### config.mk
export PLATFORM = sky130hd
export DESIGN_NAME = ipv4_fragment_reassembly_tracker_unit
export DESIGN_NICKNAME = d
export VERILOG_FILES = /design/src/ifrt_pkg.sv /design/src/ipv4_fragment_reassembly_tracker_unit.sv /design/src/ifrt_ram.sv
export SDC_FILE = /design/constraint.sdc
export NUM_CORES = 2
export LEC_CHECK = 0
export BUFFER_PORTS_ARGS = -buffer_cell sky130_fd_sc_hd__buf_2
export CAP_MARGIN = 20
export CORE_ASPECT_RATIO = 0.75
export CORE_MARGIN = 10
export CORE_UTILIZATION = 45
export DETAILED_ROUTE_END_ITERATION = 10
export GPL_ROUTABILITY_DRIVEN = 1
export RECOVER_POWER = 50
export SLEW_MARGIN = 20
export SYNTH_ARGS = -nofsm -noshare
export SYNTH_HDL_FRONTEND = slang
export SYNTH_HIERARCHICAL = 1
export SYNTH_SLANG_ARGS = --single-unit
### constraint.sdc
create_clock -name clk -period 11.9 [get_ports clk]
set_input_delay 0.595 -clock clk [delete_from_list [all_inputs] [get_ports clk]]
set_output_delay 0.595 -clock clk [all_outputs]
set_load 0.01 [all_outputs]
### src/ifrt_pkg.sv
// ----------------------------------------------------------------------------
// ifrt_pkg
// Types and constants shared by the IPv4 fragment reassembly tracker.
// ----------------------------------------------------------------------------
package ifrt_pkg;

  localparam int TABLE_ENTRIES_DEF = 8;

  localparam logic [15:0] MIN_FRAME_LEN = 16'd20;
  localparam logic [16:0] RECEIVED_MAX  = 17'h1FFFF;

  localparam logic [7:0] PROTO_ICMP = 8'd1;
  localparam logic [7:0] PROTO_TCP  = 8'd6;
  localparam logic [7:0] PROTO_UDP  = 8'd17;

  localparam logic [1:0] CLASS_ICMP    = 2'd0;
  localparam logic [1:0] CLASS_UDP     = 2'd1;
  localparam logic [1:0] CLASS_TCP     = 2'd2;
  localparam logic [1:0] CLASS_UNKNOWN = 2'd3;

  localparam logic [2:0] STAT_TOO_SHORT  = 3'd0;
  localparam logic [2:0] STAT_BAD_LENGTH = 3'd1;
  localparam logic [2:0] STAT_DELIVER    = 3'd2;
  localparam logic [2:0] STAT_HELD       = 3'd3;
  localparam logic [2:0] STAT_REASSEMBLED = 3'd4;
  localparam logic [2:0] STAT_TABLE_FULL = 3'd5;

  typedef struct packed {
    logic [15:0] frame_length;
    logic [3:0]  header_words;
    logic [15:0] ip_length;
    logic [12:0] frag_offset;
    logic        more_fragments;
    logic [7:0]  proto_number;
    logic [31:0] src_address;
    logic [31:0] dst_address;
    logic [15:0] identification;
  } ifrt_in_t;

  typedef struct packed {
    logic [2:0]  status;
    logic [2:0]  entry_index;
    logic [5:0]  payload_start;
    logic [15:0] write_offset;
    logic [15:0] payload_length;
    logic [16:0] deliver_length;
    logic [1:0]  protocol_class;
  } ifrt_out_t;

  typedef struct packed {
    logic [31:0] src;
    logic [31:0] dst;
    logic [15:0] ident;
    logic [7:0]  proto;
    logic [16:0] extent;
    logic [16:0] received;
    logic        end_seen;
  } ifrt_entry_t;

  typedef enum logic [2:0] {
    S_IDLE,
    S_CHECK,
    S_SCAN,
    S_DECIDE,
    S_FINISH
  } ifrt_state_t;

endpackage

### src/ipv4_fragment_reassembly_tracker_unit.sv
// ----------------------------------------------------------------------------
// ipv4_fragment_reassembly_tracker_unit
// Classifies parsed IPv4 headers and tracks fragments in a keyed slot table.
// ----------------------------------------------------------------------------
// An item is taken when start is high and busy is low; exactly one result
// follows on out_item with a one-cycle out_strobe, and the receiver cannot
// stall it. A frame that is too short or has a bad length gives its result
// from S_CHECK. Every other item scans the slot table through one RAM read
// port, one slot per cycle, then goes to S_DECIDE: a whole datagram or a table
// full drop gives its result from there, a held or reassembled fragment
// passes on to S_FINISH after the table write. busy drops in the cycle
// out_strobe is high, so the next item can be taken at the edge that ends the
// result. Valid bits sit in flip-flops cleared by reset, so no clearing pass
// is needed.
module ipv4_fragment_reassembly_tracker_unit #(
  parameter int TABLE_ENTRIES = ifrt_pkg::TABLE_ENTRIES_DEF
) (
  input  logic               clk,
  input  logic               rst_n,
  input  logic               start,
  output logic               busy,
  input  ifrt_pkg::ifrt_in_t in_item,
  output logic               out_strobe,
  output ifrt_pkg::ifrt_out_t out_item
);
  import ifrt_pkg::*;

  localparam int IDX_W = (TABLE_ENTRIES > 1) ? $clog2(TABLE_ENTRIES) : 1;
  localparam int CNT_W = $clog2(TABLE_ENTRIES + 1);
  localparam int ENT_W = $bits(ifrt_entry_t);

  function automatic logic [1:0] proto_class(input logic [7:0] proto);
    logic [1:0] c;
    case (proto)
      PROTO_ICMP: c = CLASS_ICMP;
      PROTO_UDP:  c = CLASS_UDP;
      PROTO_TCP:  c = CLASS_TCP;
      default:    c = CLASS_UNKNOWN;
    endcase
    return c;
  endfunction

  ifrt_state_t state_r, state_nxt;
  ifrt_in_t    in_r, in_nxt;
  ifrt_out_t   out_r, out_nxt;
  logic        strobe_r, strobe_nxt;
  logic [TABLE_ENTRIES-1:0] valid_r, valid_nxt;
  logic [CNT_W-1:0] cnt_r, cnt_nxt;
  logic [15:0] payload_r, payload_nxt;
  logic [16:0] need_r, need_nxt;
  logic        found_r, found_nxt;
  logic        free_found_r, free_found_nxt;
  logic [IDX_W-1:0] hit_idx_r, hit_idx_nxt;
  logic [IDX_W-1:0] free_idx_r, free_idx_nxt;
  logic [IDX_W-1:0] slot_r, slot_nxt;
  ifrt_entry_t hit_ent_r, hit_ent_nxt;
  ifrt_entry_t new_ent_r, new_ent_nxt;

  logic             wr_en;
  logic [IDX_W-1:0] wr_addr;
  ifrt_entry_t      wr_data;
  ifrt_entry_t      rd_ent;
  logic [ENT_W-1:0] rd_bits;

  logic [5:0]       hdr;
  logic [15:0]      offset8;
  logic [CNT_W-1:0] cnt_m1;
  logic [IDX_W-1:0] cmp_idx;
  logic             key_match;
  logic [17:0]      rec_sum;
  logic [16:0]      rec_sat;
  logic [IDX_W+2:0] slot_wide;
  ifrt_entry_t      base_ent;

  ifrt_ram #(
    .WIDTH (ENT_W),
    .DEPTH (TABLE_ENTRIES),
    .AW    (IDX_W)
  ) u_table (
    .clk     (clk),
    .wr_en   (wr_en),
    .wr_addr (wr_addr),
    .wr_data (wr_data),
    .rd_addr (cnt_r[IDX_W-1:0]),
    .rd_data (rd_bits)
  );

  assign rd_ent = ifrt_entry_t'(rd_bits);

  assign hdr       = {in_r.header_words, 2'b00};
  assign offset8   = {in_r.frag_offset, 3'b000};
  assign cnt_m1    = cnt_r - CNT_W'(1);
  assign cmp_idx   = cnt_m1[IDX_W-1:0];
  assign key_match = (rd_ent.src == in_r.src_address) && (rd_ent.dst == in_r.dst_address) &&
                     (rd_ent.ident == in_r.identification) &&
                     (rd_ent.proto == in_r.proto_number);
  assign slot_wide = {3'b000, slot_r};

  always_ff @(posedge clk) begin
    if (!rst_n) begin
      state_r  <= S_IDLE;
      strobe_r <= 1'b0;
      valid_r  <= '0;
    end else begin
      state_r  <= state_nxt;
      strobe_r <= strobe_nxt;
      valid_r  <= valid_nxt;
    end
  end

  always_ff @(posedge clk) begin
    in_r         <= in_nxt;
    out_r        <= out_nxt;
    cnt_r        <= cnt_nxt;
    payload_r    <= payload_nxt;
    need_r       <= need_nxt;
    found_r      <= found_nxt;
    free_found_r <= free_found_nxt;
    hit_idx_r    <= hit_idx_nxt;
    free_idx_r   <= free_idx_nxt;
    slot_r       <= slot_nxt;
    hit_ent_r    <= hit_ent_nxt;
    new_ent_r    <= new_ent_nxt;
  end

  always_comb begin
    state_nxt      = state_r;
    in_nxt         = in_r;
    out_nxt        = out_r;
    strobe_nxt     = 1'b0;
    valid_nxt      = valid_r;
    cnt_nxt        = cnt_r;
    payload_nxt    = payload_r;
    need_nxt       = need_r;
    found_nxt      = found_r;
    free_found_nxt = free_found_r;
    hit_idx_nxt    = hit_idx_r;
    free_idx_nxt   = free_idx_r;
    slot_nxt       = slot_r;
    hit_ent_nxt    = hit_ent_r;
    new_ent_nxt    = new_ent_r;
    wr_en          = 1'b0;
    wr_addr        = slot_r;
    wr_data        = new_ent_r;
    base_ent       = hit_ent_r;
    rec_sum        = '0;
    rec_sat        = '0;

    case (state_r)
      S_IDLE: begin
        if (start) begin
          in_nxt    = in_item;
          state_nxt = S_CHECK;
        end
      end

      S_CHECK: begin
        out_nxt = '0;
        if (in_r.frame_length < MIN_FRAME_LEN) begin
          out_nxt.status = STAT_TOO_SHORT;
          strobe_nxt     = 1'b1;
          state_nxt      = S_IDLE;
        end else begin
          out_nxt.payload_start  = hdr;
          out_nxt.protocol_class = proto_class(in_r.proto_number);
          if ((in_r.ip_length < {10'd0, hdr}) ||
              (in_r.ip_length > in_r.frame_length)) begin
            out_nxt.status = STAT_BAD_LENGTH;
            strobe_nxt     = 1'b1;
            state_nxt      = S_IDLE;
          end else begin
            payload_nxt    = in_r.ip_length - {10'd0, hdr};
            cnt_nxt        = '0;
            found_nxt      = 1'b0;
            free_found_nxt = 1'b0;
            state_nxt      = S_SCAN;
          end
        end
      end

      S_SCAN: begin
        need_nxt = {1'b0, offset8} + {1'b0, payload_r};
        cnt_nxt  = cnt_r + CNT_W'(1);
        if (cnt_r != '0) begin
          if (valid_r[cmp_idx]) begin
            if (key_match && !found_r) begin
              found_nxt   = 1'b1;
              hit_idx_nxt = cmp_idx;
              hit_ent_nxt = rd_ent;
            end
          end else if (!free_found_r) begin
            free_found_nxt = 1'b1;
            free_idx_nxt   = cmp_idx;
          end
        end
        if (cnt_r == CNT_W'(TABLE_ENTRIES)) begin
          state_nxt = S_DECIDE;
        end
      end

      S_DECIDE: begin
        out_nxt.payload_length = payload_r;
        if ((in_r.frag_offset == '0) && !in_r.more_fragments) begin
          if (found_r) begin
            valid_nxt[hit_idx_r] = 1'b0;
          end
          out_nxt.status         = STAT_DELIVER;
          out_nxt.deliver_length = {1'b0, payload_r};
          strobe_nxt             = 1'b1;
          state_nxt              = S_IDLE;
        end else begin
          out_nxt.write_offset = offset8;
          if (!found_r && !free_found_r) begin
            out_nxt.status = STAT_TABLE_FULL;
            strobe_nxt     = 1'b1;
            state_nxt      = S_IDLE;
          end else begin
            slot_nxt = found_r ? hit_idx_r : free_idx_r;
            if (!found_r) begin
              base_ent.extent   = '0;
              base_ent.received = '0;
              base_ent.end_seen = 1'b0;
            end
            rec_sum = {1'b0, base_ent.received} + {2'b00, payload_r};
            rec_sat = rec_sum[17] ? RECEIVED_MAX : rec_sum[16:0];
            new_ent_nxt.src      = in_r.src_address;
            new_ent_nxt.dst      = in_r.dst_address;
            new_ent_nxt.ident    = in_r.identification;
            new_ent_nxt.proto    = in_r.proto_number;
            new_ent_nxt.extent   = (need_r > base_ent.extent) ? need_r : base_ent.extent;
            new_ent_nxt.received = rec_sat;
            new_ent_nxt.end_seen = base_ent.end_seen | ~in_r.more_fragments;
            wr_en                = 1'b1;
            wr_addr              = slot_nxt;
            wr_data              = new_ent_nxt;
            valid_nxt[slot_nxt]  = 1'b1;
            state_nxt            = S_FINISH;
          end
        end
      end

      S_FINISH: begin
        out_nxt.entry_index = slot_wide[2:0];
        if (new_ent_r.end_seen && (new_ent_r.extent == new_ent_r.received)) begin
          out_nxt.status         = STAT_REASSEMBLED;
          out_nxt.deliver_length = new_ent_r.extent;
          valid_nxt[slot_r]      = 1'b0;
        end else begin
          out_nxt.status = STAT_HELD;
        end
        strobe_nxt = 1'b1;
        state_nxt  = S_IDLE;
      end

      default: begin
        state_nxt = S_IDLE;
      end
    endcase
  end

  assign busy       = (state_r != S_IDLE);
  assign out_strobe = strobe_r;
  assign out_item   = out_r;

endmodule

### src/ifrt_ram.sv
// ----------------------------------------------------------------------------
// ifrt_ram
// Generic single-write, single-read RAM with registered read data.
// ----------------------------------------------------------------------------
module ifrt_ram #(
  parameter int WIDTH = 8,
  parameter int DEPTH = 8,
  parameter int AW    = (DEPTH > 1) ? $clog2(DEPTH) : 1
) (
  input  logic             clk,
  input  logic             wr_en,
  input  logic [AW-1:0]    wr_addr,
  input  logic [WIDTH-1:0] wr_data,
  input  logic [AW-1:0]    rd_addr,
  output logic [WIDTH-1:0] rd_data
);

  logic [WIDTH-1:0] mem [DEPTH];
  logic [WIDTH-1:0] rd_data_r;

  always_ff @(posedge clk) begin
    if (wr_en) begin
      mem[wr_addr] <= wr_data;
    end
    rd_data_r <= mem[rd_addr];
  end

  assign rd_data = rd_data_r;

endmodule

[After elaboration in Yosys (flattened, before gate mapping)]
Memory sizes are Yosys's and may differ from the RTL's. A register that Yosys moved wholly into a read port is not among the register bits.
Index checks and enable logic that the tools add are counted.
Word-level totals
  register bits after elaboration: 419
  memory bits (writable): 984
  word-level logic and storage cells: 196
  memories kept: 1
Operators by class
  add/subtract/negate cells: 5
  magnitude comparators: 11
  equality and inequality tests: 27
  muxes and demuxes: 68
  bitwise operators: 11
  reduce and logical (&&, ||, !) cells: 35
Memory list
  u_table.mem: words 8, bits a word 123, rd ports 1, clocked after memory_dff 1, write ports 1, line ifrt_ram.sv:18  | logic [WIDTH-1:0] mem [DEPTH];
Operators with widths (count)
  2-to-1 mux 123 bit: 3
  2-to-1 mux 35 bit: 4
  2-to-1 mux 17 bit: 4
  equality test 32 bit: 2
  case mux 32 bit (2 select lines): 1
  case mux 17 bit (3 select lines): 1
  2-to-1 mux 3 bit: 11
  2-to-1 mux 8 bit: 4
  2-to-1 mux 1 bit: 22
  inequality test 2 bit, second input constant: 11
  adder 17 x 16 -> 18 bit: 1
  adder 16 x 16 -> 17 bit: 1
  equality test 17 bit: 1
  greater-than comparator 17 bit: 1
  bitwise AND 8 bit: 2
  equality test 16 bit: 1
  greater-than comparator 16 bit: 1
  < comparator 16 x 5 -> 1 bit, second input constant: 1
  < comparator 16 x 6 -> 1 bit: 1
  < comparator 3 x 4 -> 1 bit, second input constant: 4
  2-to-1 mux 16 bit: 1
  inverter 8 bit: 2
  case mux 8 bit (2 select lines): 1
  subtractor 16 x 6 -> 16 bit: 1
  other kinds (39): 75

[Logic depth before layout (Yosys ltp)]
  depth after elaboration: 10
  gate-level depth with buffers: 12
  depth with buffers taken out: 9

[Hierarchy]
The synthesis kept the hierarchy.
By module, submodules not included
  ifrt_ram: times used 1, cells each 1558, area each 40269.9 um2
  ipv4_fragment_reassembly_tracker_unit: times used 1, cells each 1579, area each 18168.7 um2

[Least setup slack after synthesis]
No wires, ideal clock.
  kind: register to register
  from: register in_r[90] (netlist bit)
  to: memory u_table/mem[4][0] (netlist bit), enable pin
  setup time: 0.756 ns
  arrival time: 10.028 ns
  setup slack: 1.117 ns
  cell stages (with the launch flop): 10
  path buffers: 2
  clock period less this slack: 10.783 ns
  cells stage by stage: edfxtp_1 -> nor4_1 -> and4_1 -> or3_4 -> buf_6 -> buf_2 -> nand2_1 -> o21ai_0 -> nand2_1 -> nor3_1
On the way
  longest elaborated chain between the ends: 6
  elaborated cells between the ends (all ways): 8
  those cells by class: mux (6); reduce/logical (2)
Ends and longest elaborated chain
  start: declaration: line ipv4_fragment_reassembly_tracker_unit.sv:44  | ifrt_in_t in_r, in_nxt;
  start signal: assignment: line ipv4_fragment_reassembly_tracker_unit.sv:112  | in_r <= in_nxt;
  logical NOT 13 bit *: line ipv4_fragment_reassembly_tracker_unit.sv:203  | if ((in_r.frag_offset == '0) && !in_r.more_fragments) begin
  logical AND 1 bit *: line ipv4_fragment_reassembly_tracker_unit.sv:203
  2-to-1 mux 1 bit: line ipv4_fragment_reassembly_tracker_unit.sv:203
  2-to-1 mux 1 bit: line ipv4_fragment_reassembly_tracker_unit.sv:149  | case (state_r)
  2-to-1 mux 1 bit: line ifrt_ram.sv:22  | if (wr_en) begin
  2-to-1 mux 1 bit (not written as such): line ifrt_ram.sv:23  | mem[wr_addr] <= wr_data;
  end: declaration: line ifrt_ram.sv:18
Every way passes the cells marked *; elsewhere a longest branch is shown, timed or not.

[Worst setup path in the final report]
  from: register state_r[2]
  to: memory u_table/mem[4][93] (netlist bit), enable pin
On the way
  longest elaborated chain between the ends: 4
  elaborated cells between the ends (all ways): 5
  those cells by class: eq/ne (1); mux (4)
Ends and longest elaborated chain
  start: declaration: line ipv4_fragment_reassembly_tracker_unit.sv:43  | ifrt_state_t state_r, state_nxt;
  start signal: assignment: line ipv4_fragment_reassembly_tracker_unit.sv:105  | state_r <= state_nxt;
  equality test 3 x 2 -> 1 bit *: line ipv4_fragment_reassembly_tracker_unit.sv:149
  2-to-1 mux 1 bit: line ipv4_fragment_reassembly_tracker_unit.sv:149
  2-to-1 mux 1 bit: line ifrt_ram.sv:22
  2-to-1 mux 1 bit (not written as such): line ifrt_ram.sv:23
Marked as above.

==> reports/qor.yml <==
grt_use_total: 0.1833
maxSlewViolCount: 591
floorplan.initialDensity: 0.4532
max_freq_mhz: 123.6
synth_edf_count: 1260
syn_area_mm2: 0.05844
grt_start_max_net_pins: 124
period_share: 0.6801
cts-root-buf: "clkbuf_16"
worst_skew_pair.late_latency_ns: 0.80
p_sw_mw: 3.179
die_area_mm2: 0.1448
setup_viol: 0
layout_setup_ws_ns: 3.807
min_period_ns: 8.093
fin_cells: 5404
ant_nets: 0
critical_path_class: "flip-flop to flip-flop"
num_rows: 114
overflow: 0
crit_path_max_fanout: 55
p_sw_frac: 0.2457
drt_wl_total_mm: 135.1
post_cts_buffers: 0
nets: 3747
clock-sinks: 1521
drc_errors: 0
p_int_mw: 9.758
max-slew-margin-rel: -1.742
die_y_um: 332.1
synth_top_area_cell: "edfxtp_1"
first_global_vias: 29696
finalClockSkew_ns: 0.04059
p_leak_nw: 23.45
synth.top_cell.area_share: 0.6475
synth_cells: 3137
cp.arrival_ns: 8.49
htree_levels: 4
core_mm2: 0.1289
synthMostInstantiatedCell: "edfxtp_1"
area_delta_synth_final_pct: 14.91
dp_hpwl_mm: 78.07
vdd_drop_max_mv: 0.1766
first_iter_violations: 2704
min_path_type: "input pin to flip-flop"
violations: "max-capacitance violations, max-slew violations"
hold_viol_final: 0
vias: 29410
ios: 206
tns_ns: 0
postSynth.asyncResetShare: 0
tightest_slew_ns: 4.113
die_w_um: 436.1
setup.worst_path.end_class: "flip-flop"
sequentialPowerShare: 0.524
rsz0062_at_grt: "no"
clk_pin_slew_ns: 0.07
status: "finished with violations"
drive_above_1_share: 0.1623
dp_slack_ns: 6.819
yosysSeqAreaShare: 0.7369
dp_cells: 4991
ys_top_cells_by_area: "edfxtp_1 (65%), dfxtp_1 (8.9%), mux4_1 (6.5%)"
wl_per_cell_um: 25.00
pwr_density_cell_mw_per_mm2: 192.6
gp_congestion: 0.8231
avgSynthCellArea_um2: 18.63
clockBufferDepth: 3
ys.flop_type: "edfxtp_1"
ys_types: 78
whs_ns: 0.1123
yosysWarnings: 6
grt_pass1_wl_mm: 199.4
synth_seq_cells: 1521
worstPathRequired_ns: 12.29
cts_tree: "done"
power_frac_clock: 0.369
via_per_inst: 5.442
startpoint_type: "flip-flop"
drt_pass1_iterations: 5
cts_buffers: 147
combPwrFrac: 0.107
portBuffers: 200
synthTopCellsByCount: "edfxtp_1 (1,260), nand2_1 (310), dfxtp_1 (261)"
fin_util: 0.5208
antenna_found_initial: 7
maxCapViolations: 12
cells in the final DEF, fill, tap and decap left out, types with 20 or more instances in the layout:
master	count
a21o_1	45
a21oi_1	44
a31oi_1	30
and2_1	20
and3_1	33
buf_2	111
clkbuf_1	141
clkbuf_16	149
clkinv_2	26
dfxtp_1	261
dlygate4sd3_1	135
edfxtp_1	1260
ha_1	68
inv_1	56
mux2_2	120
mux4_1	145
mux4_2	103
nand2_1	312
nand3_1	30
nand4_1	26
nor2_1	79
nor2b_1	21
nor4_1	22
o21ai_0	34
xnor2_1	73
xor2_1	48
layer usage:
layer,wire [um],up-vias,share of wire,track usage
met5,0,-,0,0
met4,3644,0,0.027,0.06246
met3,7620,197,0.056,0.03092
met2,62310,915,0.46,0.2862
met1,61540,15087,0.46,0.2604
li1,-,13211,-,-
flip-flops by register name, indices dropped and copies added (netlist names), 4 cells and up:
name             cells
in_r               134
hdr                  4
hit_ent_r           35
out_item            58
cnt_r                4
valid_r              8
new_ent_r          123
u_table/rd_data    123
need_r              17
u_table/mem        984
payload_r           16
layout make-up:
type / instances / area [um2]
clock inverters: 82 / 982.2
repair buffers: 375 / 2574
inverters: 58 / 220.2
diodes: 4 / 10.01
flip-flops and latches: 1521 / 43060
clock buffers: 192 / 3980
fillers: 10371 / 61790
multi-input cells: 1432 / 14150
well taps: 1740 / 2177
stage by stage:
step / total power [mW] / area (um2)
6_report: 12.94 / 67150
5_1_grt: 13.44 / 67140
4_1_cts: 13.06 / 67390
3_5_place_dp: 8.236 / 61080
3_3_place_gp: 8.210 / 61070
2_1_floorplan: 7.698 / 58450
power groups by stage:
| stage | Clock (mW) | Sequential (mW) | Combinational, mW |
|---|---|---|---|
| after floorplan | 0 | 6.76 | 0.940 |
| after global placement | 0 | 6.87 | 1.34 |
| after detailed placement | 0 | 6.87 | 1.36 |
| after CTS | 4.89 | 6.76 | 1.41 |
| after global routing | 5.10 | 6.80 | 1.54 |
| final | 4.78 | 6.78 | 1.38 |
path summary, 6_finish.rpt:
path	from	endpoint	slack, ns	cells past startpoint
worst min register to register	u_table/rd_data[1]$_DFF_P_	hit_ent_r[1]$_DFFE_PP_	0.38	0
worst min-delay path	start	state_r[0]$_SDFFE_PN0P_	0.11	3
worst max-delay path	state_r[2]$_SDFFE_PN0P_	u_table/mem[4][93]$_DFFE_PP_	3.81	9
worst max register to register	state_r[2]$_SDFFE_PN0P_	u_table/mem[4][93]$_DFFE_PP_	3.81	9
critical path: stages (launching register included):
cell and delay [ns]:
dfxtp_1 0.36, nand2b_1 0.25, clkinvlp_2 0.95, nand2_1 0.28
or3_1 0.72, clkinvlp_2 0.97, nand2_1 0.35, nor3_1 0.38
clkbuf_1 2.27, buf_4 1.07
logic make-up (layout without fill, tap and decap cells):
group | count (synthesis) | count (layout) | share of synthesized area
buffers and inverters | 188 | 707 | 0.02141
multiplexers | 376 | 376 | 0.1295
flip-flops | 1521 | 1521 | 0.7369
adder cells (fa/ha/maj) | 71 | 71 | 0.01559
AO/OA/AOI/OAI | 254 | 254 | 0.03075
other | 1 | 9 | 0.00006417
XOR/XNOR | 121 | 121 | 0.01813
AND/OR/NAND/NOR | 605 | 605 | 0.04772
repair_timing:
action / in CTS / in global routing
hold endpoints to repair: 135 / 0
hold buffers: 135 / 0
gates resized for setup: 0 / 0
No activity file was read; power rests on OpenSTA's default activity.
